==> config.mk <==
export PLATFORM = sky130hd
export DESIGN_NAME = udp_ipv4_encap_header_gen_flat
export DESIGN_NICKNAME = d
export VERILOG_FILES = /design/src/hw/rtl/uig_pkg.sv /design/src/hw/rtl/uig_in_if.sv /design/src/hw/rtl/uig_out_if.sv /design/src/hw/rtl/uig_front.sv /design/src/hw/rtl/uig_queue.sv /design/src/hw/rtl/uig_back.sv /design/src/hw/rtl/udp_ipv4_encap_header_gen.sv /design/src/flat_wrapper.sv
export SDC_FILE = /design/constraint.sdc
export NUM_CORES = 1
export LEC_CHECK = 0
export BUFFER_PORTS_ARGS = -buffer_cell sky130_fd_sc_hd__buf_2
export CAP_MARGIN = 20
export CORE_UTILIZATION = 45
export DETAILED_ROUTE_END_ITERATION = 7
export HOLD_SLACK_MARGIN = 0.12
export SLEW_MARGIN = 20
export SYNTH_ARGS = -nofsm -noshare
export SYNTH_HDL_FRONTEND = slang
export SYNTH_SLANG_ARGS = --single-unit
==> constraint.sdc <==
create_clock -name i_clk -period 10.05 [get_ports i_clk]
set_clock_uncertainty 0.1 [all_clocks]
set_input_delay 1.005 -clock i_clk [delete_from_list [all_inputs] [get_ports i_clk]]
set_output_delay 1.005 -clock i_clk [all_outputs]
set_load 0.01 [all_outputs]
==> src/hw/rtl/uig_pkg.sv <==
// Shared types, constants and helpers for the UDP/IPv4 header generator.
// No dependencies; the front, queue, back, top level and testbench import this package.
package uig_pkg;

    // Payload limit and fixed header contents.
    localparam logic [15:0] MAX_PAYLOAD_BYTES = 16'd65507;
    localparam logic [7:0]  HDR_VER_IHL       = 8'h45;
    localparam logic [7:0]  HDR_TTL           = 8'd250;
    localparam logic [7:0]  PROTO_UDP         = 8'd17;
    localparam logic [15:0] IP_HDR_BYTES      = 16'd20;
    localparam logic [15:0] UDP_HDR_BYTES     = 16'd8;
    localparam logic [2:0]  HDR_WORDS         = 3'd7;
    localparam logic [2:0]  HDR_LAST_IDX      = 3'd6;

    // Configuration register indexes.
    localparam logic [2:0] CFG_SOURCE_ADDRESS = 3'd0;
    localparam logic [2:0] CFG_SOURCE_PORT    = 3'd1;
    localparam logic [2:0] CFG_DEST_ADDRESS   = 3'd2;
    localparam logic [2:0] CFG_DEST_PORT      = 3'd3;
    localparam logic [2:0] CFG_USE_ANNOTATION = 3'd4;
    localparam logic [2:0] CFG_UDP_SUM_ENABLE = 3'd5;

    // Descriptor queue between front and back.
    localparam int QUEUE_DEPTH = 4;
    localparam int QUEUE_AW    = $clog2(QUEUE_DEPTH);

    // One finished packet as handed from the front to the back.
    typedef struct packed {
        logic [31:0] payload_sum;
        logic [15:0] payload_length;
        logic [31:0] dest;
        logic [15:0] packet_id;
    } t_desc;

    // Configuration register set.
    typedef struct packed {
        logic [31:0] source_address;
        logic [15:0] source_port;
        logic [31:0] dest_address;
        logic [15:0] dest_port;
        logic        use_annotation;
        logic        udp_sum_enable;
    } t_cfg;

    // Queue status seen by the front and the back.
    typedef struct packed {
        logic empty;
        logic full;
    } t_queue_status;

    // Back-end sequencer states.
    typedef enum logic [1:0] {
        B_IDLE,
        B_SUM,
        B_FOLD,
        B_EMIT
    } t_back_state;

    // Ones-complement fold of a 20-bit partial sum down to 16 bits.
    function automatic logic [15:0] fold20(input logic [19:0] x);
        logic [16:0] t;
        logic [16:0] f;
        t = {1'b0, x[15:0]} + {13'b0, x[19:16]};
        f = {1'b0, t[15:0]} + {16'b0, t[16]};
        return f[15:0];
    endfunction

endpackage

==> src/hw/rtl/uig_in_if.sv <==
// Payload input channel of the UDP/IPv4 header generator.
// Depends on nothing; carries valid, ready and one payload item.
interface uig_in_if;
    logic        valid;
    logic        ready;
    logic [31:0] payload_word;
    logic [2:0]  valid_bytes;
    logic        end_of_payload;
    logic [31:0] dest_annotation;

    modport source (output valid, payload_word, valid_bytes, end_of_payload,
                    dest_annotation, input ready);
    modport sink   (input valid, payload_word, valid_bytes, end_of_payload,
                    dest_annotation, output ready);
endinterface

==> src/hw/rtl/uig_out_if.sv <==
// Header output channel of the UDP/IPv4 header generator.
// Depends on nothing; carries valid, ready and one header item.
interface uig_out_if;
    logic        valid;
    logic        ready;
    logic [31:0] header_word;
    logic        header_last;

    modport source (output valid, header_word, header_last, input ready);
    modport sink   (input valid, header_word, header_last, output ready);
endinterface

==> src/hw/rtl/uig_front.sv <==
// Front end: accepts payload items, keeps the running sum and byte count,
// and pushes one descriptor per packet. Uses uig_pkg and uig_in_if.
module uig_front (
    input  logic                   i_clk,
    input  logic                   i_rst_n,
    uig_in_if.sink                 i_pkt,
    input  logic                   i_use_annotation,
    input  logic [31:0]            i_dest_address,
    input  uig_pkg::t_queue_status i_q_status,
    output logic                   o_push,
    output uig_pkg::t_desc         o_push_desc
);
    import uig_pkg::*;

    logic [31:0] r_sum;
    logic [15:0] r_len;
    logic [15:0] r_id;

    logic [2:0]  nb_clamp;
    logic [15:0] room;
    logic [2:0]  nb;
    logic [31:0] word_masked;
    logic [16:0] word_halves;
    logic [32:0] acc;
    logic [31:0] n_sum;
    logic [15:0] n_len;
    logic        accept;

    // Accept whenever the descriptor queue has space.
    assign i_pkt.ready = !i_q_status.full;
    assign accept      = i_pkt.valid && i_pkt.ready;

    // Byte count of this item, limited to four and to the space left.
    always_comb begin
        nb_clamp = (i_pkt.valid_bytes > 3'd4) ? 3'd4 : i_pkt.valid_bytes;
        room     = (r_len < MAX_PAYLOAD_BYTES) ? (MAX_PAYLOAD_BYTES - r_len) : 16'd0;
        nb       = ({13'b0, nb_clamp} > room) ? room[2:0] : nb_clamp;
    end

    // Zero the unused low bytes, then add both halves with end-around carry.
    always_comb begin
        unique case (nb)
            3'd0:    word_masked = 32'h0000_0000;
            3'd1:    word_masked = i_pkt.payload_word & 32'hFF00_0000;
            3'd2:    word_masked = i_pkt.payload_word & 32'hFFFF_0000;
            3'd3:    word_masked = i_pkt.payload_word & 32'hFFFF_FF00;
            default: word_masked = i_pkt.payload_word;
        endcase
        word_halves = {1'b0, word_masked[31:16]} + {1'b0, word_masked[15:0]};
        acc         = {1'b0, r_sum} + {16'b0, word_halves};
        n_sum       = acc[31:0] + {31'b0, acc[32]};
        n_len       = r_len + {13'b0, nb};
    end

    // Running packet state; cleared after the last item of a packet.
    always_ff @(posedge i_clk) begin
        if (!i_rst_n) begin
            r_sum <= '0;
            r_len <= '0;
            r_id  <= '0;
        end else if (accept) begin
            if (i_pkt.end_of_payload) begin
                r_sum <= '0;
                r_len <= '0;
                r_id  <= r_id + 16'd1;
            end else begin
                r_sum <= n_sum;
                r_len <= n_len;
            end
        end
    end

    // Descriptor of the finished packet.
    assign o_push                     = accept && i_pkt.end_of_payload;
    assign o_push_desc.payload_sum    = n_sum;
    assign o_push_desc.payload_length = n_len;
    assign o_push_desc.dest           = i_use_annotation ? i_pkt.dest_annotation
                                                         : i_dest_address;
    assign o_push_desc.packet_id      = r_id;

endmodule

==> src/hw/rtl/uig_queue.sv <==
// Short descriptor queue between the front and back ends.
// Uses uig_pkg for the descriptor type and depth.
module uig_queue (
    input  logic                   i_clk,
    input  logic                   i_rst_n,
    input  logic                   i_push,
    input  uig_pkg::t_desc         i_push_desc,
    input  logic                   i_pop,
    output uig_pkg::t_desc         o_head,
    output uig_pkg::t_queue_status o_status
);
    import uig_pkg::*;

    t_desc               r_mem [QUEUE_DEPTH];
    logic [QUEUE_AW-1:0] r_wr_ptr;
    logic [QUEUE_AW-1:0] r_rd_ptr;
    logic [QUEUE_AW:0]   r_count;
    logic                do_push;
    logic                do_pop;

    assign o_status.empty = (r_count == '0);
    assign o_status.full  = (r_count == (QUEUE_AW+1)'(QUEUE_DEPTH));
    assign do_push        = i_push && !o_status.full;
    assign do_pop         = i_pop && !o_status.empty;
    assign o_head         = r_mem[r_rd_ptr];

    // Entry storage.
    always_ff @(posedge i_clk) begin
        if (do_push) begin
            r_mem[r_wr_ptr] <= i_push_desc;
        end
    end

    // Pointers and occupancy.
    always_ff @(posedge i_clk) begin
        if (!i_rst_n) begin
            r_wr_ptr <= '0;
            r_rd_ptr <= '0;
            r_count  <= '0;
        end else begin
            if (do_push) begin
                r_wr_ptr <= r_wr_ptr + QUEUE_AW'(1);
            end
            if (do_pop) begin
                r_rd_ptr <= r_rd_ptr + QUEUE_AW'(1);
            end
            if (do_push && !do_pop) begin
                r_count <= r_count + (QUEUE_AW+1)'(1);
            end else if (do_pop && !do_push) begin
                r_count <= r_count - (QUEUE_AW+1)'(1);
            end
        end
    end

endmodule

==> src/hw/rtl/uig_back.sv <==
// Back end: takes one descriptor, forms both checksums, and sends the
// seven header items through a registered output. Uses uig_pkg, uig_out_if.
module uig_back (
    input  logic                   i_clk,
    input  logic                   i_rst_n,
    input  uig_pkg::t_cfg          i_cfg,
    input  uig_pkg::t_desc         i_head,
    input  uig_pkg::t_queue_status i_q_status,
    output logic                   o_pop,
    uig_out_if.source              o_hdr
);
    import uig_pkg::*;

    t_back_state r_state;
    t_back_state n_state;
    t_desc       r_desc;
    logic [19:0] r_ip_acc;
    logic [19:0] r_udp_acc;
    logic [15:0] r_ip_sum;
    logic [15:0] r_udp_sum;
    logic [2:0]  r_idx;
    logic        r_out_valid;
    logic [31:0] r_out_word;
    logic        r_out_last;

    logic        out_load;
    logic [15:0] ip_len;
    logic [15:0] udp_len;
    logic [19:0] ip_acc;
    logic [19:0] udp_acc;
    logic [15:0] ip_fold;
    logic [15:0] udp_fold;
    logic [15:0] udp_csum;
    logic [31:0] word_sel;

    // Lengths fit in 16 bits since the payload is capped.
    assign ip_len  = IP_HDR_BYTES + UDP_HDR_BYTES + r_desc.payload_length;
    assign udp_len = UDP_HDR_BYTES + r_desc.payload_length;

    // First pass: plain sums of the 16-bit terms of both checksums.
    always_comb begin
        ip_acc = {4'b0, HDR_VER_IHL, 8'h00} + {4'b0, ip_len} + {4'b0, r_desc.packet_id}
               + {4'b0, HDR_TTL, PROTO_UDP}
               + {4'b0, i_cfg.source_address[31:16]} + {4'b0, i_cfg.source_address[15:0]}
               + {4'b0, r_desc.dest[31:16]} + {4'b0, r_desc.dest[15:0]};
        udp_acc = {4'b0, r_desc.payload_sum[31:16]} + {4'b0, r_desc.payload_sum[15:0]}
                + {4'b0, i_cfg.source_port} + {4'b0, i_cfg.dest_port}
                + {3'b0, udp_len, 1'b0}
                + {4'b0, i_cfg.source_address[31:16]} + {4'b0, i_cfg.source_address[15:0]}
                + {4'b0, r_desc.dest[31:16]} + {4'b0, r_desc.dest[15:0]}
                + {12'b0, PROTO_UDP};
    end

    // Second pass: fold, complement, and map a zero UDP checksum to all ones; the UDP checksum is zero when disabled.
    always_comb begin
        ip_fold  = fold20(r_ip_acc);
        udp_fold = fold20(r_udp_acc);
        udp_csum = ~udp_fold;
        if (!i_cfg.udp_sum_enable) begin
            udp_csum = 16'h0000;
        end else if (udp_csum == 16'h0000) begin
            udp_csum = 16'hFFFF;
        end
    end

    // Header item selected by the word counter.
    always_comb begin
        unique case (r_idx)
            3'd0:    word_sel = {HDR_VER_IHL, 8'h00, ip_len};
            3'd1:    word_sel = {r_desc.packet_id, 16'h0000};
            3'd2:    word_sel = {HDR_TTL, PROTO_UDP, r_ip_sum};
            3'd3:    word_sel = i_cfg.source_address;
            3'd4:    word_sel = r_desc.dest;
            3'd5:    word_sel = {i_cfg.source_port, i_cfg.dest_port};
            3'd6:    word_sel = {udp_len, r_udp_sum};
            default: word_sel = 32'h0000_0000;
        endcase
    end

    // Next state, queue pop and output load.
    always_comb begin
        n_state  = r_state;
        o_pop    = 1'b0;
        out_load = 1'b0;
        unique case (r_state)
            B_IDLE: begin
                if (!i_q_status.empty) begin
                    o_pop   = 1'b1;
                    n_state = B_SUM;
                end
            end
            B_SUM: begin
                n_state = B_FOLD;
            end
            B_FOLD: begin
                n_state = B_EMIT;
            end
            B_EMIT: begin
                if (!r_out_valid || o_hdr.ready) begin
                    out_load = 1'b1;
                    if (r_idx == HDR_LAST_IDX) begin
                        n_state = B_IDLE;
                    end
                end
            end
            default: begin
                n_state = B_IDLE;
            end
        endcase
    end

    // State register.
    always_ff @(posedge i_clk) begin
        if (!i_rst_n) begin
            r_state <= B_IDLE;
        end else begin
            r_state <= n_state;
        end
    end

    // Descriptor and checksum datapath registers.
    always_ff @(posedge i_clk) begin
        if (o_pop) begin
            r_desc <= i_head;
        end
        if (r_state == B_SUM) begin
            r_ip_acc  <= ip_acc;
            r_udp_acc <= udp_acc;
        end
        if (r_state == B_FOLD) begin
            r_ip_sum  <= ~ip_fold;
            r_udp_sum <= udp_csum;
        end
    end

    // Word counter.
    always_ff @(posedge i_clk) begin
        if (!i_rst_n) begin
            r_idx <= '0;
        end else if (out_load) begin
            r_idx <= (r_idx == HDR_LAST_IDX) ? 3'd0 : r_idx + 3'd1;
        end
    end

    // Output register: holds an item until the sink takes it.
    always_ff @(posedge i_clk) begin
        if (!i_rst_n) begin
            r_out_valid <= 1'b0;
        end else if (out_load) begin
            r_out_valid <= 1'b1;
        end else if (o_hdr.ready) begin
            r_out_valid <= 1'b0;
        end
    end

    always_ff @(posedge i_clk) begin
        if (out_load) begin
            r_out_word <= word_sel;
            r_out_last <= (r_idx == HDR_LAST_IDX);
        end
    end

    assign o_hdr.valid       = r_out_valid;
    assign o_hdr.header_word = r_out_word;
    assign o_hdr.header_last = r_out_last;

endmodule

==> src/hw/rtl/udp_ipv4_encap_header_gen.sv <==
// The first header item of a packet is loaded after its descriptor is queued, popped, summed
// and folded. Throughput: one payload item per cycle while the queue is not full; per packet
// the back end pops, sums, folds and emits seven items, and a 4-entry queue absorbs bursts.
// Reset is synchronous and active low; it empties the queue, clears sum, count and
// packet ID, and returns the configuration registers to zero except udp_sum_enable, which becomes 1.
// Top level: configuration registers, front end, descriptor queue and back end.
module udp_ipv4_encap_header_gen (
    input  logic        i_clk,
    input  logic        i_rst_n,
    uig_in_if.sink      i_pkt,
    uig_out_if.source   o_hdr,
    input  logic        i_cfg_we,
    input  logic [2:0]  i_cfg_index,
    input  logic [31:0] i_cfg_data
);
    import uig_pkg::*;

    t_cfg          r_cfg;
    t_queue_status q_status;
    t_desc         push_desc;
    t_desc         head;
    logic          push;
    logic          pop;

    // Configuration register writes.
    always_ff @(posedge i_clk) begin
        if (!i_rst_n) begin
            r_cfg <= '{source_address: 32'h0, source_port: 16'h0, dest_address: 32'h0,
                       dest_port: 16'h0, use_annotation: 1'b0, udp_sum_enable: 1'b1};
        end else if (i_cfg_we) begin
            unique case (i_cfg_index)
                CFG_SOURCE_ADDRESS: r_cfg.source_address <= i_cfg_data;
                CFG_SOURCE_PORT:    r_cfg.source_port    <= i_cfg_data[15:0];
                CFG_DEST_ADDRESS:   r_cfg.dest_address   <= i_cfg_data;
                CFG_DEST_PORT:      r_cfg.dest_port      <= i_cfg_data[15:0];
                CFG_USE_ANNOTATION: r_cfg.use_annotation <= i_cfg_data[0];
                CFG_UDP_SUM_ENABLE: r_cfg.udp_sum_enable <= i_cfg_data[0];
                default: begin
                end
            endcase
        end
    end

    uig_front u_front (
        .i_clk            (i_clk),
        .i_rst_n          (i_rst_n),
        .i_pkt            (i_pkt),
        .i_use_annotation (r_cfg.use_annotation),
        .i_dest_address   (r_cfg.dest_address),
        .i_q_status       (q_status),
        .o_push           (push),
        .o_push_desc      (push_desc)
    );

    uig_queue u_queue (
        .i_clk       (i_clk),
        .i_rst_n     (i_rst_n),
        .i_push      (push),
        .i_push_desc (push_desc),
        .i_pop       (pop),
        .o_head      (head),
        .o_status    (q_status)
    );

    uig_back u_back (
        .i_clk      (i_clk),
        .i_rst_n    (i_rst_n),
        .i_cfg      (r_cfg),
        .i_head     (head),
        .i_q_status (q_status),
        .o_pop      (pop),
        .o_hdr      (o_hdr)
    );

endmodule

==> src/flat_wrapper.sv <==
// flat-port wrapper written by rule: the top's interface ports become plain ports
module udp_ipv4_encap_header_gen_flat import uig_pkg::*;
  (i_clk, i_rst_n, i_cfg_we, i_cfg_index, i_cfg_data, i_pkt_valid, i_pkt_payload_word, i_pkt_valid_bytes, i_pkt_end_of_payload, i_pkt_dest_annotation, i_pkt_ready, o_hdr_valid, o_hdr_header_word, o_hdr_header_last, o_hdr_ready);
  uig_in_if i_pkt_i ();
  uig_out_if o_hdr_i ();
  input  logic i_clk;
  input  logic i_rst_n;
  input  logic i_cfg_we;
  input  logic [2:0] i_cfg_index;
  input  logic [31:0] i_cfg_data;
  input wire logic [$bits(i_pkt_i.valid)-1:0] i_pkt_valid;
  input wire logic [$bits(i_pkt_i.payload_word)-1:0] i_pkt_payload_word;
  input wire logic [$bits(i_pkt_i.valid_bytes)-1:0] i_pkt_valid_bytes;
  input wire logic [$bits(i_pkt_i.end_of_payload)-1:0] i_pkt_end_of_payload;
  input wire logic [$bits(i_pkt_i.dest_annotation)-1:0] i_pkt_dest_annotation;
  output wire logic [$bits(i_pkt_i.ready)-1:0] i_pkt_ready;
  output wire logic [$bits(o_hdr_i.valid)-1:0] o_hdr_valid;
  output wire logic [$bits(o_hdr_i.header_word)-1:0] o_hdr_header_word;
  output wire logic [$bits(o_hdr_i.header_last)-1:0] o_hdr_header_last;
  input wire logic [$bits(o_hdr_i.ready)-1:0] o_hdr_ready;
  assign i_pkt_i.valid = i_pkt_valid;
  assign i_pkt_i.payload_word = i_pkt_payload_word;
  assign i_pkt_i.valid_bytes = i_pkt_valid_bytes;
  assign i_pkt_i.end_of_payload = i_pkt_end_of_payload;
  assign i_pkt_i.dest_annotation = i_pkt_dest_annotation;
  assign i_pkt_ready = i_pkt_i.ready;
  assign o_hdr_valid = o_hdr_i.valid;
  assign o_hdr_header_word = o_hdr_i.header_word;
  assign o_hdr_header_last = o_hdr_i.header_last;
  assign o_hdr_i.ready = o_hdr_ready;
  udp_ipv4_encap_header_gen u_core (.i_clk(i_clk), .i_rst_n(i_rst_n), .i_pkt(i_pkt_i), .o_hdr(o_hdr_i), .i_cfg_we(i_cfg_we), .i_cfg_index(i_cfg_index), .i_cfg_data(i_cfg_data));
endmodule
==> flow_summary.toml <==
[outcome]
outcome = "finished, final reports clean"

[cts]
cts_root_buf = "clkbuf_16"
cts_tree = "yes"
path_clk_slew_ps = 60
worstSkewPairLatency_ps = 660
cts_htree_levels = 3
cts_buffers = 85
clock-sinks = 760
cts_hold_buf = 0
post_cts_resized = 0
postCtsSetupBuffers = 0
clk_path_buf_depth = 3

[worst_setup_path]
start_kind = "flop"
cp_slowest_cell = "o21ai_0"
critPathTopFamily = "simple AND/OR/NAND/NOR gates"
worstPathArrival_ps = 9160
crit_type = "reg2reg"
r2r_setup_slack_ps = 1180
required_ps = 10350
max_stage_delay_ps = 460
crit_path_end_kind = "flop"
cp_max_fo = 13
path_buf_inv = 3

[synthesis]
ys_warn_count = 0
synth_top_cells_by_count = "585 x edfxtp_1, 334 x nand2_1, 297 x inv_1, 193 x fa_1, 190 x a21oi_1"
synth_simple_gate_area_share_pct = 9.86
syn_avg_cell_area_um2 = 12.6
yosysTopAreaCell = "edfxtp_1"
yosysTopAreaCellShare_pct = 44.1
synth_seq_area_share_pct = 52.9
synthMuxAreaShare_pct = 7.27
yosys.area_share.xor_xnor_pct = 3.89
async_reset_ff_share_pct = 0
synth-edff-count = 585
netlist_top_cells_area = "edfxtp_1 44%, fa_1 9.7%, dfxtp_1 8.8%"
syn_inst = 3168
synth_top_family_by_area = "adder cells"
ys.flop_type = "edfxtp_1"
synth_compound_area_share_pct = 8.19
synth.most_common_cell = "edfxtp_1"
ys_types = 92
syn_area_mm2 = 0.0398
synth-seq-cells = 760
syn_nets = 3596
synthAdderAreaFrac_pct = 13.7

[placed_design]
gp_congestion = 0.947
place_ws_ps = 946
dp_cells = 4362
port_buffers = 142
dpl.hpwl_mm = 86.1

[timing]
period_share_pct = 88.2
slew_violations = 0
fin_crit_ps = 8870
max_freq_mhz = 113
setup_viol = 0
relSlewSlack_pct = 22.6
rsz0062_at_grt = "no"
setup-tns-final_ps = 0
worstMarginPinSlew_ps = 1160
finalWorstSetupSlack_ps = 1180
hold_violations = 0

[route]
first_pass_iters = 6
vias = 26015
drc = 0
drt-initial-drc-count = 2721
routedWlPerCell_um = 25.8
ant_nets = 0
viasPerCell = 5.75
wirelength_mm = 117

[final_layout]
finalNonFillerCells = 4525
area_delta_synth_final_pct = 12.3
drive_gt1_share_pct = 14.8
nets = 3723
fin_util_pct = 51.3

[floorplan]
start_util_pct = 45.7
die_h_um = 299
coreArea_mm2 = 0.0872
core.rowCount = 108
die_w_um = 299
io_pins = 143
die_area_mm2 = 0.0897

[job]
max_cap_violations = 0

[worst_hold_path]
holdCritPathClass = "reg2reg"

[grt]
grt_pass1_vias = 26084
grt_pass1_wl_mm = 173
grt_overflow = 0
grt_start_max_net_pins = 108
grt_usage_pct = 26.2
antenna_found_initial = 9
[flip-flops by register name (all words and copies together) (netlist names)]
signal,flops
u_core.u_queue.r_count,3
u_core.r_cfg,98
u_core.u_queue.r_wr_ptr,2
u_core.u_queue.r_mem,384
u_core.u_queue.r_rd_ptr,2
u_core.u_back.r_udp_sum,16
u_core.u_back.r_ip_acc,20
u_core.u_back.o_hdr.header_word,32
u_core.u_back.o_hdr.header_last,1
u_core.u_back.r_ip_sum,16
u_core.u_back.r_state,2
u_core.u_back.r_desc,96
u_core.u_front.r_sum,32
u_core.u_back.o_hdr.valid,1
u_core.u_front.r_id,16
u_core.u_back.r_udp_acc,20
u_core.u_back.r_idx,3
u_core.u_front.r_len,16
[per-layer routing]
metal  track usage, %  part of all wire, %  vias to the layer above
met1             36.6                   44                    13271
met5                0                0.059                        -
li1                 -                    -                    11640
met3             4.25                  6.4                      193
met2             41.9                   47                      899
met4             8.69                  3.2                       12
[final cells by class]
class / count / area (um2)
inverters: 299 / 1130
diodes: 2 / 5.00
repair buffers: 172 / 943
clock inverters: 51 / 647
clock buffers: 109 / 2330
flip-flops and latches: 760 / 21100
multi-input cells: 1977 / 17100
well taps: 1155 / 1450
fillers: 7505 / 42400
[through the flow]
stage,hold slack (ps),area [um2]
after floorplan,332,39800
after global placement,339,41700
after detailed placement,347,41700
after CTS,354,44700
after global routing,376,44700
final,353,44700
[worst reg2reg max path, delay by kind of cell (launching register included)]
kind                     cells  cell delay, ps
AO/OA/AOI/OAI                8            2270
XOR/XNOR                     1             340
adder cells (fa/ha/maj)      5            1400
buffers and inverters        3             370
flip-flops                   1             440
multiplexers                 1             270
AND/OR/NAND/NOR             16            3440
[cells in the final DEF (no fill, tap or decap), types with 74 or more instances in the layout]
cell type,synthesis,routed
nor2_1,142,140
fa_1,193,193
ha_1,127,125
mux4_2,99,99
o21ai_0,75,74
edfxtp_1,585,585
nand3_1,87,87
buf_2,4,142
nand2_1,334,334
clkbuf_16,0,86
a21oi_1,190,189
inv_1,297,296
xnor2_1,109,109
dfxtp_1,175,171
[final timing paths]
check                                             start                     endpoint  depth (start not counted)
worst max-delay path            u_core.u_front.r_len[3]  u_core.u_queue.r_mem[2][93]                         34
worst min-delay path                   u_core.r_cfg[42]             u_core.r_cfg[42]                          2
worst max register to register  u_core.u_front.r_len[3]  u_core.u_queue.r_mem[2][93]                         34
worst min register to register         u_core.r_cfg[42]             u_core.r_cfg[42]                          2
[kinds of logic after synthesis]
kind of cell / Yosys count
compound gates: 500
fa+ha+maj: 320
buf+inv: 431
xor+xnor: 177
simple gates: 819
mux: 161
flops: 760
Power is not shown: default switching activity piles up to over one toggle a cycle in this logic, so the estimate is an artifact.
